===== config.mk =====
export PLATFORM = sky130hd
export DESIGN_NAME = rgb_gray_and_channel_histogram
export DESIGN_NICKNAME = d
export VERILOG_FILES = /design/src/hw/rtl/rgh_pkg.sv /design/src/hw/rtl/rgh_ram.sv /design/src/hw/rtl/rgb_gray_and_channel_histogram.sv
export VERILOG_INCLUDE_DIRS = /design/src /design/src/hw/rtl
export SDC_FILE = /design/constraint.sdc
export NUM_CORES = 2
export LEC_CHECK = 0
export ABC_AREA = 1
export BUFFER_PORTS_ARGS = -buffer_cell sky130_fd_sc_hd__buf_4
export CAP_MARGIN = 10
export CORE_UTILIZATION = 49
export DETAILED_ROUTE_END_ITERATION = 10
export PLACE_DENSITY = 0.66
export SLEW_MARGIN = 10
export SYNTH_ARGS = -nofsm -noshare
export SYNTH_HDL_FRONTEND = slang
export SYNTH_HIERARCHICAL = 1
export SYNTH_SLANG_ARGS = --single-unit

===== constraint.sdc =====
create_clock -name clk -period 13.2 [get_ports clk]
set_input_delay 0.66 -clock clk [delete_from_list [all_inputs] [get_ports clk]]
set_output_delay 0.66 -clock clk [all_outputs]
set_load 0.05 [all_outputs]

===== src/hw/rtl/assert_macros.svh =====
// Assertion macros shared by the RTL.
// No dependencies; included by files that carry concurrent checks.
`ifndef ASSERT_MACROS_SVH
`define ASSERT_MACROS_SVH

// Implication checked on every rising edge outside reset.
`define ASSERT_CLK(label, clk, rst_n, prop, msg) \
  label: assert property (@(posedge clk) disable iff (!rst_n) prop) else $error(msg);

// Same, but also checked while reset is asserted.
`define ASSERT_ALWAYS(label, clk, prop, msg) \
  label: assert property (@(posedge clk) prop) else $error(msg);

`endif


===== src/hw/rtl/rgh_pkg.sv =====
// Package for the gray/histogram block: constants, codes and beat types.
// No dependencies; imported by rgb_gray_and_channel_histogram.
`default_nettype none

package rgh_pkg;

  localparam int MAX_ROW_PIXELS = 4096;
  localparam int BIN_COUNT      = 16;
  localparam int COUNT_BITS     = 32;
  localparam int NUM_CHANNELS   = 3;

  localparam int ROW_W   = $clog2(MAX_ROW_PIXELS + 1);
  localparam int COL_W   = $clog2(MAX_ROW_PIXELS);
  localparam int BIN_W   = $clog2(BIN_COUNT);
  localparam int CNT_W   = 32;
  localparam int BEATS_W = 3;

  // floor(x/3) == (x*683) >> 11 for x <= 765
  localparam int DIV3_MUL   = 683;
  localparam int DIV3_SHIFT = 11;

  localparam logic ACT_PIXEL = 1'b0;
  localparam logic ACT_READ  = 1'b1;

  localparam logic KIND_IMAGE = 1'b0;
  localparam logic KIND_COUNT = 1'b1;

  localparam logic [1:0] CH_BLUE  = 2'd0;
  localparam logic [1:0] CH_GREEN = 2'd1;
  localparam logic [1:0] CH_RED   = 2'd2;

  typedef struct packed {
    logic       action;
    logic [7:0] byte_first;
    logic [7:0] byte_second;
    logic [7:0] byte_third;
    logic [1:0] read_channel;
    logic [3:0] read_bin;
  } in_item_t;

  typedef struct packed {
    logic             kind;
    logic [7:0]       image_byte;
    logic [CNT_W-1:0] bin_count;
    logic             last;
  } out_item_t;

endpackage

`default_nettype wire


===== src/hw/rtl/rgh_ram.sv =====
// Generic single-write, single-read RAM with registered read data.
// No dependencies; used for the histogram bin storage.
`default_nettype none

module rgh_ram #(
  parameter int WIDTH = 32,
  parameter int DEPTH = 16
) (
  input  wire logic                     clk,
  input  wire logic                     we,
  input  wire logic [$clog2(DEPTH)-1:0] waddr,
  input  wire logic [WIDTH-1:0]         wdata,
  input  wire logic                     re,
  input  wire logic [$clog2(DEPTH)-1:0] raddr,
  output      logic [WIDTH-1:0]         rdata
);

  logic [WIDTH-1:0] mem [DEPTH];

  always_ff @(posedge clk) begin
    if (we) begin
      mem[waddr] <= wdata;
    end
    if (re) begin
      rdata <= mem[raddr];
    end
  end

endmodule

`default_nettype wire


===== src/hw/rtl/rgb_gray_and_channel_histogram.sv =====
// Top level: RGB average gray with per-channel 16-bin saturating histograms.
// Depends on rgh_pkg, rgh_ram and assert_macros.svh.
//
//   channel | ports                          | direction | beat
//   --------+--------------------------------+-----------+----------------------------
//   input   | in_valid, in_stall, in_data    | in        | pixel or bin read request
//   output  | out_valid, out_stall, out_data | out       | gray/pad byte or bin count
//   config  | cfg_valid, cfg_ready, cfg_data | in        | row width, always ready
//
// A pixel yields 3 to 6 output beats, a bin read 1; padding beats and output stalls
// keep the job buffer full longer and so hold off the next input item.
// Each pixel does one read-modify-write per channel RAM; an item is held off
// while the previous one sits in the update stage or the job buffer.
// Reset clears the 48 bin valid bits at once; no clearing pass is needed.
// A stalled output holds its beat; input is stalled once the job buffer fills.
`default_nettype none

module rgb_gray_and_channel_histogram
  import rgh_pkg::*;
(
  input  wire logic             clk,
  input  wire logic             rst_n,
  input  wire logic             in_valid,
  output      logic             in_stall,
  input  wire in_item_t         in_data,
  output      logic             out_valid,
  input  wire logic             out_stall,
  output      out_item_t        out_data,
  input  wire logic             cfg_valid,
  output      logic             cfg_ready,
  input  wire logic [ROW_W-1:0] cfg_data
);

  `include "assert_macros.svh"

  typedef struct packed {
    logic               kind;
    logic [7:0]         gray;
    logic [CNT_W-1:0]   count;
    logic [BEATS_W-1:0] nbeats;
  } job_t;

  logic                 in_accept;
  logic [ROW_W-1:0]     row_width_r;
  logic [ROW_W-1:0]     width_eff;
  logic [COL_W-1:0]     col_r;
  logic [COL_W-1:0]     col_nxt;
  logic                 row_end;
  logic [9:0]           px_sum;
  logic [19:0]          px_prod;
  logic [NUM_CHANNELS-1:0][7:0] px_bytes;
  logic [NUM_CHANNELS-1:0][BIN_W-1:0] rd_addr;

  logic                 s1_v_r;
  logic                 s1_action_r;
  logic [1:0]           s1_ch_r;
  logic [7:0]           s1_gray_r;
  logic [BEATS_W-1:0]   s1_nbeats_r;
  logic [NUM_CHANNELS-1:0][BIN_W-1:0] s1_addr_r;
  logic [NUM_CHANNELS-1:0] s1_ok_r;

  logic [NUM_CHANNELS-1:0][BIN_COUNT-1:0] valid_r;
  logic [NUM_CHANNELS-1:0][COUNT_BITS-1:0] ram_q;
  logic [NUM_CHANNELS-1:0][COUNT_BITS-1:0] cnt_cur;
  logic [NUM_CHANNELS-1:0][COUNT_BITS-1:0] cnt_inc;
  logic                 bin_we;
  logic [COUNT_BITS-1:0] count_sel;

  logic                 jb_v_r;
  job_t                 jb_r;
  logic                 cur_v_r;
  job_t                 cur_r;
  logic [BEATS_W-1:0]   beat_r;
  logic                 beat_last;
  logic                 out_load;
  logic                 jb_take;
  logic                 out_valid_r;
  out_item_t            out_data_r;

  assign cfg_ready = 1'b1;
  assign in_stall  = s1_v_r || jb_v_r;
  assign in_accept = in_valid && !in_stall;

  // row geometry
  always_comb begin
    if (row_width_r == '0) begin
      width_eff = ROW_W'(1);
    end else if (row_width_r > ROW_W'(MAX_ROW_PIXELS)) begin
      width_eff = ROW_W'(MAX_ROW_PIXELS);
    end else begin
      width_eff = row_width_r;
    end
  end

  assign row_end = ({1'b0, col_r} + ROW_W'(1)) >= width_eff;
  assign col_nxt = row_end ? '0 : col_r + COL_W'(1);

  assign px_sum  = 10'(in_data.byte_first) + 10'(in_data.byte_second)
                 + 10'(in_data.byte_third);
  assign px_prod = 20'(px_sum) * 20'(DIV3_MUL);

  assign px_bytes = {in_data.byte_third, in_data.byte_second, in_data.byte_first};

  // histogram storage, one RAM per channel
  assign bin_we = s1_v_r && (s1_action_r == ACT_PIXEL);

  for (genvar c = 0; c < NUM_CHANNELS; c++) begin : g_ch
    assign rd_addr[c] = (in_data.action == ACT_READ) ? in_data.read_bin
                                                     : px_bytes[c][7:4];
    assign cnt_cur[c] = s1_ok_r[c] ? ram_q[c] : '0;
    assign cnt_inc[c] = (cnt_cur[c] == '1) ? cnt_cur[c] : cnt_cur[c] + COUNT_BITS'(1);

    rgh_ram #(
      .WIDTH (COUNT_BITS),
      .DEPTH (BIN_COUNT)
    ) u_bins (
      .clk   (clk),
      .we    (bin_we),
      .waddr (s1_addr_r[c]),
      .wdata (cnt_inc[c]),
      .re    (in_accept),
      .raddr (rd_addr[c]),
      .rdata (ram_q[c])
    );
  end

  always_comb begin
    case (s1_ch_r)
      CH_BLUE:  count_sel = cnt_cur[0];
      CH_GREEN: count_sel = cnt_cur[1];
      CH_RED:   count_sel = cnt_cur[2];
      default:  count_sel = '0;
    endcase
  end

  // config, column and update stage
  always_ff @(posedge clk) begin
    if (!rst_n) begin
      row_width_r <= ROW_W'(1);
      col_r       <= '0;
      s1_v_r      <= 1'b0;
      valid_r     <= '0;
    end else begin
      if (cfg_valid && cfg_ready) begin
        row_width_r <= cfg_data;
      end
      s1_v_r <= in_accept;
      if (in_accept && (in_data.action == ACT_PIXEL)) begin
        col_r <= col_nxt;
      end
      if (bin_we) begin
        for (int c = 0; c < NUM_CHANNELS; c++) begin
          valid_r[c][s1_addr_r[c]] <= 1'b1;
        end
      end
    end
  end

  always_ff @(posedge clk) begin
    if (in_accept) begin
      s1_action_r <= in_data.action;
      s1_ch_r     <= in_data.read_channel;
      s1_gray_r   <= px_prod[DIV3_SHIFT +: 8];
      s1_addr_r   <= rd_addr;
      for (int c = 0; c < NUM_CHANNELS; c++) begin
        s1_ok_r[c] <= valid_r[c][rd_addr[c]];
      end
      if (in_data.action == ACT_READ) begin
        s1_nbeats_r <= BEATS_W'(1);
      end else if (row_end) begin
        s1_nbeats_r <= BEATS_W'(3) + BEATS_W'(width_eff[1:0]);
      end else begin
        s1_nbeats_r <= BEATS_W'(3);
      end
    end
  end

  // job buffer and beat emitter
  assign beat_last = (beat_r == cur_r.nbeats - BEATS_W'(1));
  assign out_load  = cur_v_r && (!out_valid_r || !out_stall);
  assign jb_take   = !cur_v_r || (out_load && beat_last);

  always_ff @(posedge clk) begin
    if (!rst_n) begin
      jb_v_r      <= 1'b0;
      cur_v_r     <= 1'b0;
      beat_r      <= '0;
      out_valid_r <= 1'b0;
    end else begin
      if (s1_v_r) begin
        jb_v_r <= 1'b1;
        jb_r   <= '{kind:   (s1_action_r == ACT_READ) ? KIND_COUNT : KIND_IMAGE,
                    gray:   s1_gray_r,
                    count:  CNT_W'(count_sel),
                    nbeats: s1_nbeats_r};
      end else if (jb_take) begin
        jb_v_r <= 1'b0;
      end

      if (jb_take) begin
        cur_v_r <= jb_v_r;
        cur_r   <= jb_r;
        beat_r  <= '0;
      end else if (out_load) begin
        beat_r <= beat_r + BEATS_W'(1);
      end

      if (out_load) begin
        out_valid_r <= 1'b1;
        out_data_r  <= '{kind:       cur_r.kind,
                         image_byte: ((cur_r.kind == KIND_IMAGE) && (beat_r < BEATS_W'(3)))
                                     ? cur_r.gray : 8'd0,
                         bin_count:  (cur_r.kind == KIND_COUNT) ? cur_r.count : '0,
                         last:       beat_last};
      end else if (!out_stall) begin
        out_valid_r <= 1'b0;
      end
    end
  end

  assign out_valid = out_valid_r;
  assign out_data  = out_data_r;

  `ASSERT_CLK(a_jb_free, clk, rst_n, s1_v_r |-> !jb_v_r, "update stage found job buffer full")
  `ASSERT_CLK(a_beat_range, clk, rst_n, cur_v_r |-> (beat_r < cur_r.nbeats), "beat index past job end")
  `ASSERT_CLK(a_count_last, clk, rst_n, (out_valid && (out_data.kind == KIND_COUNT)) |-> out_data.last, "count beat without last")

endmodule

`default_nettype wire


==> metrics.csv <==
stage,metric,value,unit
run_status,status,"complete, no violations",
power_and_ir_drop,power.total,15400,uW
sta,slew_headroom,0.261,
detailed_routing,drtPass1Iterations,6,
detailed_routing,drtIter0Drc,5960,
synthesis,yosysWarnings,6,
synthesis,synth.yosys.seq_area_share,0.648,
synthesis,syn-num-nets,8730,
sta,setup_viol,0,
power_and_ir_drop,peakVddDrop,0.370,mV
global_routing,gr-usage-met2,0.428,
floorplan,initial_utilization,0.496,
placement,gp_congestion,0.952,
detailed_routing,routed_wl,229000,um
setup_path,worstSetupPathType,in -> reg,
setup_path,required,13790,ps
final_layout,syn_to_final_growth,9.88,%
synthesis,synth_cells,8571,
final_layout,regArea,55400,sq um
synthesis,syn_area_per_cell,9.98,sq um
floorplan,io_pins,94,
final_layout,fillCellCount,14713,
final_layout,drive_gt1_frac,0.0713,
detailed_routing,drc,0,
synthesis,netlist_area,85500,sq um
setup_path,slowest_delay,540,ps
final_layout,fin_nets,8749,
global_routing,grt_antenna_before_repair,3,
detailed_routing,routedWlPerCell,20.7,um
worst_hold_path,hold_class,in -> reg,
floorplan,fp.dieW,420,um
sta,timing.hold.ws,55.4,ps
sta,slew_violations,0,
detailed_routing,via_per_inst,5.36,
global_routing,grt_pass1_vias,56117,
clocking,clk_latency,840,ps
sta,hold_violations,0,
clocking,post_cts_resized,0,
floorplan,rows,152,
clocking,path_clk_slew,60,ps
global_routing,met1_usage,0.347,
clocking,clock_sinks,1871,
setup_path,crit_path_start_kind,primary input,
final_layout,multi_input_comb_area,22300,sq um
clocking,numCtsBuffers,190,
clocking,root_buffer,clkbuf_16,
job,max_cap_viol_count,0,
setup_path,critPathCaptureType,flip-flop,
floorplan,dieArea,176000,sq um
synthesis,async_flop_share,0,
synthesis,synth.distinct_cells,45,
clocking,htree_levels,4,
global_routing,grt_start_max_net_pins,123,
clocking,cts_setup_buffers,0,
sta,finalSetupTns,0,ps
global_routing,grt_pass1_wl,343000,um
sta,max_freq,171,MHz
global_routing,track_usage,0.260,
detailed_routing,vias,59262,
placement,dpl.hpwl,131000,um
global_routing,overflow,0,
sta,worst_slew_pin_slew,1110,ps
placement,place.port_buffers,92,
synthesis,synth_edf_count,1791,
synthesis,ys_ff_latch,1871,
global_routing,grt_use_met3,0.0363,
power_and_ir_drop,power.density,163,nW/um^2
sta,skew,51.0,ps
setup_path,slowest_stage,fa_1,
setup_path,crit_arrival,6450,ps
global_routing,grt_busiest_layer,met2,
floorplan,core_area,172000,sq um
floorplan,dieHeight,420,um
power_and_ir_drop,power.leakage,0.0400,uW
clocking,clockBufferDepth,3,
detailed_routing,ant_nets,0,
synthesis,synth-main-ff-cell,edfxtp_1,
sta,rsz0062_at_grt,false,
sta,period_needed,5860,ps
sta,fin_crit_sh,0.444,
setup_path,cp_max_fo,5,
clocking,cts_tree,done,
state kept, by name, indices dropped and copies added (netlist names):
signal             flops
jb_v_r                 1
valid_r               48
out_data              42
g_ch.u_bins/mem     1536
cur_r                 44
s1_ok_r                3
col_r                 12
s1_ch_r                2
beat_r                 3
cur_v_r                1
s1_v_r                 1
row_width_r           13
jb_r                  44
s1_addr_r             12
s1_nbeats_r            3
g_ch.u_bins/rdata     96
out_valid              1
s1_gray_r              8
s1_action_r            1
final timing paths:
path,startpoint,endpoint,slack [ps],depth (start not counted)
max,in_data[7],s1_gray_r[6],7340,30
min reg2reg,jb_r[11],cur_r[11],410,0
min,cfg_data[3],row_width_r[3],60,3
max reg2reg,s1_ok_r[1],g_ch[1].u_bins/mem[10][0],8980,10
final cells by class:
class / count / share of cell area
Clock inverter: 99 / 0.00967
Clock buffer: 255 / 0.0544
Multi-Input combinational cell: 4781 / 0.238
Sequential cell: 1871 / 0.589
Inverter: 1548 / 0.0622
Antenna cell: 2 / 0.0000533
Tap cell: 2310 / 0.0308
Timing Repair Buffer: 198 / 0.0159
synth_stat cells (all sizes together), types with 32 or more instances:
cell type	number	area [sq um]
clkbuf	68	255
buf	303	2160
nand2	2633	9910
nor3	42	285
inv	1547	5810
nand4	44	275
o221ai	32	280
nand3	1393	7000
nor2	287	1110
o21ai	35	175
dfxtp	80	1600
edfxtp	1791	53800
a21oi	93	469
ha	82	1030
timing repair:
item,in CTS,in global routing
hold buffers,2,0
endpoints found under the setup margin,0,0
endpoints found under the hold margin,2,0
metal layers:
metal	part of all wire	routed length (um)
met1	0.41	93200
met3	0.075	17200
met2	0.48	109000
met5	0.000057	13
met4	0.042	9550
stage by stage:
step / std cells / cell area, sq um / setup slack [ps] / util
4_1_cts: 11061 / 94000 / 7310 / 0.545
3_3_place_gp: 10705 / 87900 / 6420 / 0.510
2_1_floorplan: 8571 / 85500 / 7350 / -
6_report: 11064 / 94000 / 7340 / 0.545
5_1_grt: 11062 / 94000 / 6930 / 0.545
3_5_place_dp: 10705 / 87900 / 6450 / 0.510
kinds of logic (layout without fill, tap and decap cells):
kind of cell,after synthesis,count (layout),synth area share
simple gates,4445,4445,0.221
buf+inv,1919,2100,0.0963
flops,1871,1871,0.648
compound gates,205,205,0.0148
fa+ha+maj,110,110,0.0186
xor+xnor,20,20,0.00205
other cells,1,3,0.0000438
power breakdown:
part | internal (uW) | switching, uW
Clock | 2930 | 2290
Sequential | 6770 | 50.6
Combinational | 1060 | 2260
Total | 10800 | 4600
critical path, delay by kind of cell:
kind | cells | cell delay [ps]
xor+xnor | 1 | 490
compound gates | 3 | 460
simple gates | 9 | 920
buf+inv | 9 | 550
fa+ha+maj | 8 | 3320
cell usage in the layout (no fill, tap or decap), drive strengths merged, types with 77 or more instances in the layout:
| cell | count |
|---|---|
| buf | 196 |
| nor2 | 287 |
| clkinv | 77 |
| ha | 82 |
| clkbuf | 255 |
| a21oi | 93 |
| nand2 | 2633 |
| edfxtp | 1791 |
| dfxtp | 80 |
| nand3 | 1393 |
| inv | 1556 |
Note: power is estimated with default switching activity, not from simulation.
